<file path="config.mk">
export PLATFORM = sky130hd
export DESIGN_NAME = pulse_width_serial_decoder_unit
export DESIGN_NICKNAME = d
export VERILOG_FILES = /design/src/hdl/pwsd_pkg.sv /design/src/hdl/pulse_width_serial_decoder_unit.sv /design/src/hdl/pwsd_run.sv /design/src/hdl/pwsd_framer.sv
export SDC_FILE = /design/constraint.sdc
export NUM_CORES = 1
export LEC_CHECK = 0
export BUFFER_PORTS_ARGS = -buffer_cell sky130_fd_sc_hd__buf_4
export CORE_MARGIN = 5
export CORE_UTILIZATION = 60
export DETAILED_ROUTE_END_ITERATION = 8
export PLACE_DENSITY = 0.87
export SLEW_MARGIN = 25
export SYNTH_ARGS = -nofsm -noshare
export SYNTH_HDL_FRONTEND = slang
export SYNTH_HIERARCHICAL = 1
export SYNTH_SLANG_ARGS = --single-unit
</file>
<file path="constraint.sdc">
create_clock -name clk -period 12.4 [get_ports clk]
set_clock_uncertainty 0.05 [all_clocks]
set_input_delay 1.86 -clock clk [delete_from_list [all_inputs] [get_ports clk]]
set_output_delay 1.86 -clock clk [all_outputs]
set_load 0.05 [all_outputs]
</file>
<file path="src/hdl/pwsd_pkg.sv">
package pwsd_pkg;

	// message length limit, default for the top level parameter
	localparam int MAX_MESSAGE_DEF = 256;

	// configuration register indexes
	localparam int CFG_IDX_W = 3;
	localparam logic [CFG_IDX_W-1:0] CFG_MARK_WINDOWS  = 3'd0;
	localparam logic [CFG_IDX_W-1:0] CFG_SPACE_WINDOWS = 3'd1;
	localparam logic [CFG_IDX_W-1:0] CFG_IDLE_LIMIT    = 3'd2;
	localparam logic [CFG_IDX_W-1:0] CFG_SYNC_BITS     = 3'd3;
	localparam logic [CFG_IDX_W-1:0] CFG_DATA_BITS     = 3'd4;
	localparam logic [CFG_IDX_W-1:0] CFG_MSB_FIRST     = 3'd5;
	localparam logic [CFG_IDX_W-1:0] CFG_PARITY_MODE   = 3'd6;
	localparam int CFG_DATA_W = 64;

	// configuration reset values
	localparam logic [63:0] MARK_WINDOWS_RST  = 64'd0;
	localparam logic [63:0] SPACE_WINDOWS_RST = 64'd0;
	localparam logic [15:0] IDLE_LIMIT_RST    = 16'd65535;
	localparam logic [7:0]  SYNC_BITS_RST     = 8'd10;
	localparam logic [3:0]  DATA_BITS_RST     = 4'd8;
	localparam logic        MSB_FIRST_RST     = 1'b0;
	localparam logic [2:0]  PARITY_MODE_RST   = 3'd0;

	// parity modes, anything above even counts as odd
	localparam logic [2:0] PAR_NONE  = 3'd0;
	localparam logic [2:0] PAR_MARK  = 3'd1;
	localparam logic [2:0] PAR_SPACE = 3'd2;
	localparam logic [2:0] PAR_EVEN  = 3'd3;

	// line level bit of a sample
	localparam int LEVEL_BIT = 7;

	typedef struct packed {
		logic [63:0] mark_windows;
		logic [63:0] space_windows;
		logic [15:0] idle_limit;
		logic [7:0]  sync_bits;
		logic [3:0]  data_bits;
		logic        msb_first;
		logic [2:0]  parity_mode;
	} cfg_t;

	typedef struct packed {
		logic mark_one;
		logic mark_zero;
		logic space_one;
		logic space_zero;
	} votes_t;

	// event from the run meter to the framer
	typedef struct packed {
		logic reset_frame;
		logic bit_valid;
		logic bit_value;
		logic idle_gap;
	} run_evt_t;

	// one 16-bit limit out of a packed window word
	function automatic logic [15:0] win_field(logic [63:0] w, logic [1:0] k);
		return w[{k, 4'b0000} +: 16];
	endfunction

	// strict window test, sel picks the one pair or the zero pair
	function automatic logic in_window(logic [15:0] len, logic [63:0] w, logic sel);
		return (len > win_field(w, {sel, 1'b0})) && (len < win_field(w, {sel, 1'b1}));
	endfunction

endpackage

</file>
<file path="src/hdl/pulse_width_serial_decoder_unit.sv">
// a request passes the input register and then the result register, and a stall can hold it in either
// throughput: one request per cycle while out_stall is low, the single pass of run, vote and frame logic sets it
// the input side keeps accepting while a result waits, it stalls only when both registers are full
// reset (arst_n low, asynchronous): run, vote and frame state clear, configuration to defaults
// no clearing pass after reset, the block accepts requests in the first cycle
module pulse_width_serial_decoder_unit
	import pwsd_pkg::*;
#(
	parameter int MAX_MESSAGE = MAX_MESSAGE_DEF
) (
	input  logic                  clk,
	input  logic                  arst_n,
	// configuration write port
	input  logic                  cfg_wr,
	input  logic [CFG_IDX_W-1:0]  cfg_index,
	input  logic [CFG_DATA_W-1:0] cfg_data,
	// sample requests
	input  logic                  in_valid,
	output logic                  in_stall,
	input  logic [7:0]            sample,
	// decoded results
	output logic                  out_valid,
	input  logic                  out_stall,
	output logic                  byte_valid,
	output logic [7:0]            data,
	output logic                  message_end,
	output logic                  at_work
);

	// configuration registers
	cfg_t cfg_q;

	always_ff @(posedge clk or negedge arst_n) begin
		if (!arst_n) begin
			cfg_q.mark_windows <= MARK_WINDOWS_RST;
			cfg_q.space_windows <= SPACE_WINDOWS_RST;
			cfg_q.idle_limit <= IDLE_LIMIT_RST;
			cfg_q.sync_bits <= SYNC_BITS_RST;
			cfg_q.data_bits <= DATA_BITS_RST;
			cfg_q.msb_first <= MSB_FIRST_RST;
			cfg_q.parity_mode <= PARITY_MODE_RST;
		end else if (cfg_wr) begin
			unique case (cfg_index)
				CFG_MARK_WINDOWS:  cfg_q.mark_windows <= cfg_data;
				CFG_SPACE_WINDOWS: cfg_q.space_windows <= cfg_data;
				CFG_IDLE_LIMIT:    cfg_q.idle_limit <= cfg_data[15:0];
				CFG_SYNC_BITS:     cfg_q.sync_bits <= cfg_data[7:0];
				CFG_DATA_BITS:     cfg_q.data_bits <= cfg_data[3:0];
				CFG_MSB_FIRST:     cfg_q.msb_first <= cfg_data[0];
				CFG_PARITY_MODE:   cfg_q.parity_mode <= cfg_data[2:0];
				default:           ;  // unused index, write dropped
			endcase
		end
	end

	// stage 1: input register
	logic       valid_s1;
	logic [7:0] sample_s1;
	// stage 2: result register
	logic       valid_s2;
	logic       byte_valid_s2;
	logic [7:0] data_s2;
	logic       message_end_s2;
	logic       at_work_s2;

	// the stage 1 request moves on when the result register is empty or drains now
	logic adv;
	logic in_acc;

	assign adv = valid_s1 && (!valid_s2 || !out_stall);
	assign in_stall = valid_s1 && !adv;
	assign in_acc = in_valid && !in_stall;

	always_ff @(posedge clk or negedge arst_n) begin
		if (!arst_n) begin
			valid_s1 <= 1'b0;
		end else if (in_acc) begin
			valid_s1 <= 1'b1;
		end else if (adv) begin
			valid_s1 <= 1'b0;
		end
	end

	always_ff @(posedge clk) begin
		if (in_acc) begin
			sample_s1 <= sample;
		end
	end

	// run length, level tracking and bit voting
	run_evt_t evt;

	pwsd_run u_run (
		.clk    (clk),
		.arst_n (arst_n),
		.en     (adv),
		.hi     (sample_s1[LEVEL_BIT]),
		.cfg    (cfg_q),
		.evt    (evt)
	);

	// sync, character assembly, parity and message bookkeeping
	logic       fr_byte_valid;
	logic [7:0] fr_data;
	logic       fr_message_end;
	logic       fr_at_work;

	pwsd_framer #(
		.MAX_MESSAGE (MAX_MESSAGE)
	) u_framer (
		.clk         (clk),
		.arst_n      (arst_n),
		.en          (adv),
		.cfg         (cfg_q),
		.evt         (evt),
		.byte_valid  (fr_byte_valid),
		.data        (fr_data),
		.message_end (fr_message_end),
		.at_work     (fr_at_work)
	);

	// result register, holds while the consumer stalls
	always_ff @(posedge clk or negedge arst_n) begin
		if (!arst_n) begin
			valid_s2 <= 1'b0;
		end else if (adv) begin
			valid_s2 <= 1'b1;
		end else if (!out_stall) begin
			valid_s2 <= 1'b0;
		end
	end

	always_ff @(posedge clk) begin
		if (adv) begin
			byte_valid_s2 <= fr_byte_valid;
			data_s2 <= fr_data;
			message_end_s2 <= fr_message_end;
			at_work_s2 <= fr_at_work;
		end
	end

	assign out_valid = valid_s2;
	assign byte_valid = byte_valid_s2;
	assign data = data_s2;
	assign message_end = message_end_s2;
	assign at_work = at_work_s2;

endmodule

</file>
<file path="src/hdl/pwsd_run.sv">
module pwsd_run
	import pwsd_pkg::*;
(
	input  logic     clk,
	input  logic     arst_n,
	input  logic     en,
	input  logic     hi,
	input  cfg_t     cfg,
	output run_evt_t evt
);

	logic [15:0] run_count_q;
	logic        last_level_q;
	votes_t      votes_q;

	logic [15:0] run_count_d;
	logic        last_level_d;
	votes_t      votes_d;

	always_comb begin
		logic [15:0] len;
		logic        ex;
		logic [1:0]  ones;
		logic [1:0]  zeros;
		votes_t      v;
		len = run_count_q + 16'd1;
		ex = (len >= cfg.idle_limit);
		v = votes_q;
		ones = 2'd0;
		zeros = 2'd0;
		evt = '0;
		evt.idle_gap = ex;
		run_count_d = len;
		last_level_d = last_level_q;
		votes_d = votes_q;
		if (ex || (hi != last_level_q)) begin
			run_count_d = '0;
			if (ex && last_level_q) begin
				// idle after a high level drops the frame at once
				evt.reset_frame = 1'b1;
			end else begin
				if (ex) begin
					if (win_field(cfg.space_windows, 2'd1) > win_field(cfg.space_windows, 2'd3))
						v.mark_one = 1'b1;
					else
						v.mark_zero = 1'b1;
				end else if (hi) begin
					if (in_window(len, cfg.space_windows, 1'b0)) v.space_one = 1'b1;
					if (in_window(len, cfg.space_windows, 1'b1)) v.space_zero = 1'b1;
				end else begin
					if (in_window(len, cfg.mark_windows, 1'b0)) v.mark_one = 1'b1;
					if (in_window(len, cfg.mark_windows, 1'b1)) v.mark_zero = 1'b1;
				end
				last_level_d = hi;
				votes_d = v;
				if (hi || ex) begin
					// decide the bit from the collected votes
					ones = {1'b0, v.mark_one} + {1'b0, v.space_one};
					zeros = {1'b0, v.mark_zero} + {1'b0, v.space_zero};
					votes_d = '0;
					if (ones == zeros) begin
						evt.reset_frame = 1'b1;
					end else begin
						evt.bit_valid = 1'b1;
						evt.bit_value = (ones > zeros);
					end
				end
			end
		end
	end

	always_ff @(posedge clk or negedge arst_n) begin
		if (!arst_n) begin
			run_count_q <= '0;
			last_level_q <= 1'b0;
			votes_q <= '0;
		end else if (en) begin
			run_count_q <= run_count_d;
			last_level_q <= last_level_d;
			votes_q <= votes_d;
		end
	end

endmodule

</file>
<file path="src/hdl/pwsd_framer.sv">
module pwsd_framer
	import pwsd_pkg::*;
#(
	parameter int MAX_MESSAGE = MAX_MESSAGE_DEF
) (
	input  logic     clk,
	input  logic     arst_n,
	input  logic     en,
	input  cfg_t     cfg,
	input  run_evt_t evt,
	output logic     byte_valid,
	output logic [7:0] data,
	output logic     message_end,
	output logic     at_work
);

	localparam int MLW = $clog2(MAX_MESSAGE + 1);

	logic           synced_q;
	logic [7:0]     bit_count_q;
	logic [7:0]     shift_byte_q;
	logic [MLW-1:0] message_length_q;

	logic           synced_d;
	logic [7:0]     bit_count_d;
	logic [7:0]     shift_byte_d;
	logic [MLW-1:0] message_length_d;

	always_comb begin
		logic rst;
		logic deliver;
		logic par;
		rst = evt.reset_frame;
		deliver = 1'b0;
		par = ^shift_byte_q;
		synced_d = synced_q;
		bit_count_d = bit_count_q;
		shift_byte_d = shift_byte_q;
		message_length_d = message_length_q;
		byte_valid = 1'b0;
		data = 8'd0;
		message_end = 1'b0;
		if (!evt.reset_frame && evt.bit_valid) begin
			if (!synced_q) begin
				// hunting for the sync run, counter wraps at 256
				bit_count_d = bit_count_q + 8'd1;
				if (evt.bit_value) begin
					if (bit_count_d >= cfg.sync_bits) synced_d = 1'b1;
					bit_count_d = '0;
				end
			end else if (bit_count_q < {4'b0000, cfg.data_bits}) begin
				if (cfg.msb_first)
					shift_byte_d = {shift_byte_q[6:0], evt.bit_value};
				else if (evt.bit_value && (bit_count_q[7:3] == 5'd0))
					shift_byte_d[bit_count_q[2:0]] = 1'b1;
				bit_count_d = bit_count_q + 8'd1;
				deliver = (cfg.parity_mode == PAR_NONE) &&
					(bit_count_d >= {4'b0000, cfg.data_bits});
			end else if (cfg.parity_mode != PAR_NONE) begin
				case (cfg.parity_mode)
					PAR_MARK:  rst = !evt.bit_value;
					PAR_SPACE: rst = evt.bit_value;
					PAR_EVEN:  rst = (par != evt.bit_value);
					default:   rst = (par == evt.bit_value);
				endcase
				deliver = !rst;
			end else begin
				// no data bits configured: empty byte
				deliver = 1'b1;
			end
			if (deliver) begin
				if (message_length_q >= MLW'(MAX_MESSAGE)) begin
					rst = 1'b1;
				end else begin
					byte_valid = 1'b1;
					data = shift_byte_d;
					message_length_d = message_length_q + MLW'(1);
					shift_byte_d = '0;
					bit_count_d = '0;
					rst = evt.idle_gap;
				end
			end
		end
		if (rst) begin
			message_end = (message_length_d != '0);
			message_length_d = '0;
			shift_byte_d = '0;
			bit_count_d = '0;
			synced_d = 1'b0;
		end
		at_work = synced_d || (bit_count_d > 8'd2);
	end

	always_ff @(posedge clk or negedge arst_n) begin
		if (!arst_n) begin
			synced_q <= 1'b0;
			bit_count_q <= '0;
			shift_byte_q <= '0;
			message_length_q <= '0;
		end else if (en) begin
			synced_q <= synced_d;
			bit_count_q <= bit_count_d;
			shift_byte_q <= shift_byte_d;
			message_length_q <= message_length_d;
		end
	end

endmodule
</file>
==> run_results.csv, run 1 <==
group,metric,value,unit
timing,layout_setup_ws,5010,ps
pwr,max-vdd-ir-drop,0.110,mV
pwr,share_seq_of_total_power,39.0,%
clocking,cts_tree,"built",
logic_synthesis,synth_sequential_area_ratio,39.3,%
clocking,clock_tree.buffer_depth,3,
timing,slew_headroom,36.1,%
global_routing,grt_pass1_vias,11200,
critical_path,cp_data_arrival_time,7610,ps
routing,drc,0,
clocking,total_clock_buffers_created_by_cts,26,
critical_path,timing.critical_path.slowest_cell_delay,690,ps
clocking,htreeDepth,1,
layout,fill_cells,1633,
layout,diodes,0,
layout,fin_nets,1660,
clocking,root_buffer,"sky130_fd_sc_hd__clkbuf_16",
logic_synthesis,post_synth_edffs,12,
min_path,holdCritPathClass,"reg -> reg",
logic_synthesis,synth.net_count,1564,
logic_synthesis,synth.yosys.warnings,6,
place,global_placer_s_final_weighted_congestion,0.901,
place,port-buffer-count,85,
pwr,clock_power_share,35.0,%
logic_synthesis,synthArstFlopShare,94.6,%
job,cap_violations,0,
die,die_w,164,um
global_routing,grt_first_pass_wirelength,57900,um
place,dp_worst_setup_slack,5020,ps
global_routing,grt_max_degree,83,
place,dpl.cell_count,1691,
critical_path,critical-path-top-cell-by-count,"sky130_fd_sc_hd__ha_1",
clocking,clk_latency_worst_skew_pair,540,ps
global_routing,overflow,0,
routing,wl_per_cell,20.5,um
logic_synthesis,yosys-top-cells-area,"sky130_fd_sc_hd__dfrtp_1, sky130_fd_sc_hd__ha_1, sky130_fd_sc_hd__mux2_4, sky130_fd_sc_hd__mux2_2, sky130_fd_sc_hd__inv_1",
critical_path,crit_type,"reg -> reg",
routing,antenna_left,0,
clocking,postCtsResizedCells,0,
layout,syn_to_final_growth,13.2,%
die,starting_density_of_the_core,60.8,%
pwr,post-layout-total-power,2.44,mW
routing,drt_iter0_drc,875,
global_routing,antenna_found_initial,0,
logic_synthesis,synth.distinct_cells,89,
routing,vias_per_cell,6.12,
die,die_height,164,um
timing,finalMaxSlewViolations,0,
die,pin_count,93,
pwr,netSwitchingFraction,30.0,%
layout,stdcell_count,1739,
logic_synthesis,yosys.area.top_type_share,33.3,%
clocking,clk_pin_slew,60,ps
timing,setup_violations,0,
routing,detail_route.first_pass.iterations,5,
pwr,power.leakage,8.09,nW
run_status,run_status,"complete, no violations",
timing,fin_setup_tns,0,ps
layout,finish.utilization,68.9,%
clocking,post_cts.repair.setup_buffers,0,
clocking,ctsHoldBuffers,0,
critical_path,data_required_time_at_the_worst_endpoint,12620,ps
timing,report.final.hold_viol_count,0,
routing,route.vias.total,10600,
pwr,power_density,151,nW/um2
die,die_area,27000,um2
routing,route.final.wire_length,35600,um
logic_synthesis,syn_area_per_cell,11.0,um2
logic_synthesis,dominantRegCellSynth,"sky130_fd_sc_hd__dfrtp_1",
pwr,cellInternalPower,1.71,mW
die,core_area,23500,um2
clocking,clkSinkCount,221,
logic_synthesis,syn_area,14300,um2
die,placementRows,56,
timing,slew_worst_pin,959,ps
timing,fin_crit,7390,ps
logic_synthesis,ff_latch_count_synth,221,
timing,rsz_0062_raised_after_global_routing,"false",
global_routing,grt_usage,26.7,%
timing,post-route-period-util,59.6,%
logic_synthesis,cell_with_the_most_instances_after_synthesis,"sky130_fd_sc_hd__dfrtp_1",
critical_path,startpoint_type,"flip-flop",
logic_synthesis,synth_largest_area_cell,"sky130_fd_sc_hd__dfrtp_1",
layout,final_layout_size_suffix_gt1_share,24.3,%
critical_path,critical_path.endpoint_type,"flip-flop",
logic_synthesis,syn-instance-count,1304,
critical_path,worstPathMaxFanout,15,
critical_path,crit_slowest_cell,"sky130_fd_sc_hd__dfrtp_1",
timing,maxClockFrequency,135,MHz
place,hpwl,25000,um
pwr,switching_power,732,uW
pwr,p_comb_share,25.9,%
logic_synthesis,yosys-top-cells-count,"sky130_fd_sc_hd__dfrtp_1, sky130_fd_sc_hd__ha_1, sky130_fd_sc_hd__inv_1",
-- kinds of logic after synthesis --
| group | count (synthesis) | synth area share, % |
|---|---|---|
| compound gates | 258 | 12.4 |
| xor+xnor | 28 | 1.82 |
| fa+ha+maj | 180 | 15.8 |
| buf+inv | 205 | 6.55 |
| flops | 221 | 39.3 |
| mux | 163 | 14.7 |
| simple gates | 249 | 9.46 |
-- power groups by stage --
stage	clock, mW	combinational (mW)	sequential (mW)
2_1_floorplan	0	0.445	0.933
3_3_place_gp	0	0.568	0.949
3_5_place_dp	0	0.611	0.959
4_1_cts	0.863	0.627	0.951
5_1_grt	0.896	0.700	0.967
6_report	0.855	0.633	0.952
-- area by class of cell --
class,count,area (um2),share of cell area (%)
Clock buffer,39,792,4.90
Clock inverter,9,174,1.08
Inverter,168,633,3.92
Multi-Input combinational cell,878,7750,48.0
Sequential cell,221,5610,34.7
Tap cell,319,399,2.47
Timing Repair Buffer,105,798,4.94
-- cell usage in the layout, fill, tap and decap left out, types with 26 or more instances in the layout --
cell / n
sky130_fd_sc_hd__dfrtp_1: 190
sky130_fd_sc_hd__ha_1: 180
sky130_fd_sc_hd__inv_1: 165
sky130_fd_sc_hd__buf_4: 103
sky130_fd_sc_hd__mux2_2: 79
sky130_fd_sc_hd__mux2_4: 71
sky130_fd_sc_hd__a21oi_1: 66
sky130_fd_sc_hd__nand2_1: 65
sky130_fd_sc_hd__nor2_1: 47
sky130_fd_sc_hd__a21o_1: 29
sky130_fd_sc_hd__o21ai_0: 29
sky130_fd_sc_hd__nand3_1: 28
sky130_fd_sc_hd__clkbuf_16: 28
sky130_fd_sc_hd__nand4_1: 26
-- layer usage --
layer | track usage (%) | routed length [um] | vias up
met3 | 3.94 | 1860 | 119
met2 | 45.9 | 17500 | 383
met5 | 0 | 0 | -
met1 | 33.4 | 14700 | 5250
met4 | 11.6 | 1630 | 0
li1 | - | - | 4893
-- state kept, by name, indices dropped and copies added (netlist names), 4 cells and up --
| signal | count |
|---|---|
| u_framer/bit_count_q | 8 |
| u_run/run_count_q | 16 |
| data | 8 |
| cfg_q | 160 |
| u_framer/message_length_q | 9 |
| u_run/votes_q | 4 |
| u_framer/shift_byte_q | 8 |
-- critical path, delay by kind of cell, from the launching register on --
kind	cells	cell delay [ps]
AO/OA/AOI/OAI	7	1630
XOR/XNOR	2	1040
buffers and inverters	4	660
AND/OR/NAND/NOR	10	1910
adder cells (fa/ha/maj)	4	1120
flip-flops	1	690
-- through the flow --
stage	hold slack [ps]	area, um2
floorplan	392	14300
global placement	401	15200
detailed placement	420	15200
CTS	427	16200
global route	448	16200
finish	425	16200
-- final timing paths --
path,start,to,slack [ps],cells after the start
worst max-delay path,u_run/run_count_q[0]$_DFFE_PN0P_,message_end$_DFFE_PP_,5010,27
worst min-delay path,valid_s1$_DFFE_PN0P_,out_valid$_DFFE_PN0P_,420,1
worst max register to register,u_run/run_count_q[0]$_DFFE_PN0P_,message_end$_DFFE_PP_,5010,27
worst min register to register,valid_s1$_DFFE_PN0P_,out_valid$_DFFE_PN0P_,420,1
max in group asynchronous,arst_n,u_framer/bit_count_q[6]$_DFFE_PN0P_,9810,2
min in group asynchronous,arst_n,cfg_q[73]$_DFFE_PN0P_,1310,1
Power figures use the tool's default switching activity.
==> inputs of run 2 (changes only) <==
==> constraint.sdc (replaced) <==
create_clock -name clk -period 6.9 [get_ports clk]
set_clock_uncertainty 0.05 [all_clocks]
set_input_delay 1.035 -clock clk [delete_from_list [all_inputs] [get_ports clk]]
set_output_delay 1.035 -clock clk [all_outputs]
set_load 0.05 [all_outputs]
==> run_results.csv, run 2 (same netlist as run 1, synthesis figures left out) <==
group,metric,value,unit
timing,fin_crit,6560,ps
clocking,root_buffer,"sky130_fd_sc_hd__clkbuf_16",
timing,slew_worst_pin,1050,ps
global_routing,grt_usage,25.5,%
layout,diodes,0,
pwr,power.leakage,8.13,nW
routing,vias_per_cell,6.08,
timing,report.final.hold_viol_count,0,
pwr,netSwitchingFraction,30.4,%
layout,top_register,"cfg_q",
clocking,cts_tree,"built",
global_routing,grt_first_pass_wirelength,56100,um
timing,slew_headroom,29.8,%
critical_path,worstReg2RegStart,"u_run/run_count_q[1]$_DFFE_PN0P_",
timing,maxClockFrequency,152,MHz
die,pin_count,93,
clocking,clk_latency_worst_skew_pair,540,ps
layout,fin_nets,1672,
critical_path,path_delay_family,"simple AND/OR/NAND/NOR gates",
clocking,clk_pin_slew,60,ps
critical_path,crit_slowest_cell,"sky130_fd_sc_hd__or4_4",
critical_path,r2r.worst_path.cells,27,
pwr,share_seq_of_total_power,39.2,%
timing,rsz_0062_raised_after_global_routing,"false",
critical_path,critical_path.endpoint_type,"flip-flop",
pwr,power_density,267,nW/um2
timing,post-route-period-util,95.1,%
min_path,holdCritPathClass,"reg -> reg",
critical_path,timing.critical_path.buf_inv,4,
layout,fill_cells,1563,
place,port-buffer-count,85,
layout,finish.utilization,69.3,%
routing,antenna_left,0,
layout,syn_to_final_growth,13.8,%
global_routing,antenna_found_initial,0,
pwr,switching_power,1.32,mW
layout,multi_input_comb_area,7780,um2
global_routing,gr-usage-met2,43.7,%
timing,fin_setup_tns,0,ps
global_routing,groute.layer.met3.usage,3.56,%
timing,finalMaxSlewViolations,0,
routing,route.final.wire_length,34400,um
run_status,run_status,"complete, no violations",
timing,setup_violations,0,
die,starting_density_of_the_core,60.8,%
min_path,min_to,"out_valid$_DFFE_PN0P_",
layout,layout.cells.most_common_list,"sky130_fd_sc_hd__dfrtp_1, sky130_fd_sc_hd__ha_1, sky130_fd_sc_hd__inv_1, sky130_fd_sc_hd__buf_4, sky130_fd_sc_hd__mux2_2",
min_path,whs_path_depth,1,
global_routing,grt_pass1_vias,11200,
critical_path,critical-path-top-cell-by-count,"sky130_fd_sc_hd__ha_1",
clocking,total_clock_buffers_created_by_cts,26,
critical_path,timing.critical_path.slowest_cell_delay,570,ps
routing,drt_iter0_drc,782,
place,hpwl,24800,um
layout,flip_flop_and_latch_area,5610,um2
layout,largest_register_ffs,160,
clocking,clkSinkCount,221,
critical_path,r2r_setup_slack,340,ps
layout,reg.largest.list,"cfg_q (160), u_run/run_count_q (16), u_framer/message_length_q (9)",
critical_path,crit_type,"reg -> reg",
global_routing,grt.met1_usage,32.3,%
routing,wl_per_cell,19.7,um
clocking,clock_tree.buffer_depth,3,
layout,final_layout_size_suffix_gt1_share,25.5,%
die,placementRows,56,
layout,most_common_cell_after_layout_fill_and_taps_aside,"sky130_fd_sc_hd__dfrtp_1",
die,die_area,27000,um2
die,core_area,23500,um2
pwr,cellInternalPower,3.02,mW
clocking,htreeDepth,1,
critical_path,data_required_time_at_the_worst_endpoint,7310,ps
die,die_height,164,um
pwr,post-layout-total-power,4.33,mW
global_routing,global_route.peak_usage_layer,"met2",
global_routing,overflow,0,
critical_path,cp_data_arrival_time,6970,ps
critical_path,startpoint_type,"flip-flop",
critical_path,regToRegEndpoint,"u_framer/bit_count_q[6]$_DFFE_PN0P_",
die,die_w,164,um
routing,detail_route.first_pass.iterations,5,
critical_path,worstPathMaxFanout,9,
clocking,ctsHoldBuffers,0,
job,cap_violations,0,
min_path,worst_hold_startpoint,"valid_s1$_DFFE_PN0P_",
pwr,clock_power_share,34.3,%
pwr,max-vdd-ir-drop,0.199,mV
place,global_placer_s_final_weighted_congestion,0.902,
pwr,p_comb_share,26.5,%
routing,drc,0,
global_routing,grt_max_degree,85,
routing,route.vias.total,10600,
[run 2: layer usage]
layer	share of wire, %	up-vias
met3	5.5	112
met4	4.6	0
met1	41	5243
li1	-	4911
met2	49	380
met5	0	-
[run 2: layout make-up]
type	count	area share, %
Timing Repair Buffer	117	5.51
Tap cell	319	2.46
Clock inverter	13	1.09
Sequential cell	221	34.5
Clock buffer	35	4.65
Inverter	168	3.89
Multi-Input combinational cell	878	47.9
[run 2: worst register-to-register path: cells and delay by family, from the launching register on]
kind	cells	cell delay, ps
adders and majority gates	4	980
buffers and inverters	4	680
xor gates and xnor gates	2	730
and+or+nand+nor	9	2310
DFF	1	410
AOI/OAI and AO/OA	8	1320
[run 2: worst max-delay path by stage]
stage / from / end / slack, ps / cells past startpoint
2_1_floorplan: u_run/run_count_q[0]$_DFFE_PN0P_ / message_end$_DFFE_PP_ / 490 / 27
3_3_place_gp: u_run/run_count_q[2]$_DFFE_PN0P_ / message_end$_DFFE_PP_ / 590 / 27
3_5_place_dp: u_run/run_count_q[2]$_DFFE_PN0P_ / u_framer/bit_count_q[6]$_DFFE_PN0P_ / 400 / 27
4_1_cts: u_run/run_count_q[2]$_DFFE_PN0P_ / message_end$_DFFE_PP_ / 220 / 28
5_1_grt: u_run/run_count_q[3]$_DFFE_PN0P_ / u_framer/bit_count_q[6]$_DFFE_PN0P_ / 30 / 28
6_report: u_run/run_count_q[1]$_DFFE_PN0P_ / u_framer/bit_count_q[6]$_DFFE_PN0P_ / 340 / 27
[run 2: stage by stage]
stage	hold slack, ps	instances	setup WS [ps]	area (um2)
floorplan	392	1304	486	14300
global placement	397	1702	588	15300
detailed placement	417	1702	404	15300
CTS	417	1750	218	16200
global route	452	1751	34.5	16300
finish	422	1751	339	16300
[run 2: timing repair]
| item | 4_1_cts | 5_1_grt |
|---|---|---|
| gates resized for setup | 0 | 9 |
| endpoints found under the setup margin | 0 | 17 |
| buffers inserted | 0 | 1 |
[run 2: power groups by stage]
stage,clock network [mW],logic [mW],registers (mW)
floorplan,0,0.800,1.68
global route,1.56,1.28,1.72
finish,1.49,1.15,1.70
CTS,1.50,1.14,1.70
detailed placement,0,1.11,1.71
global placement,0,1.04,1.70
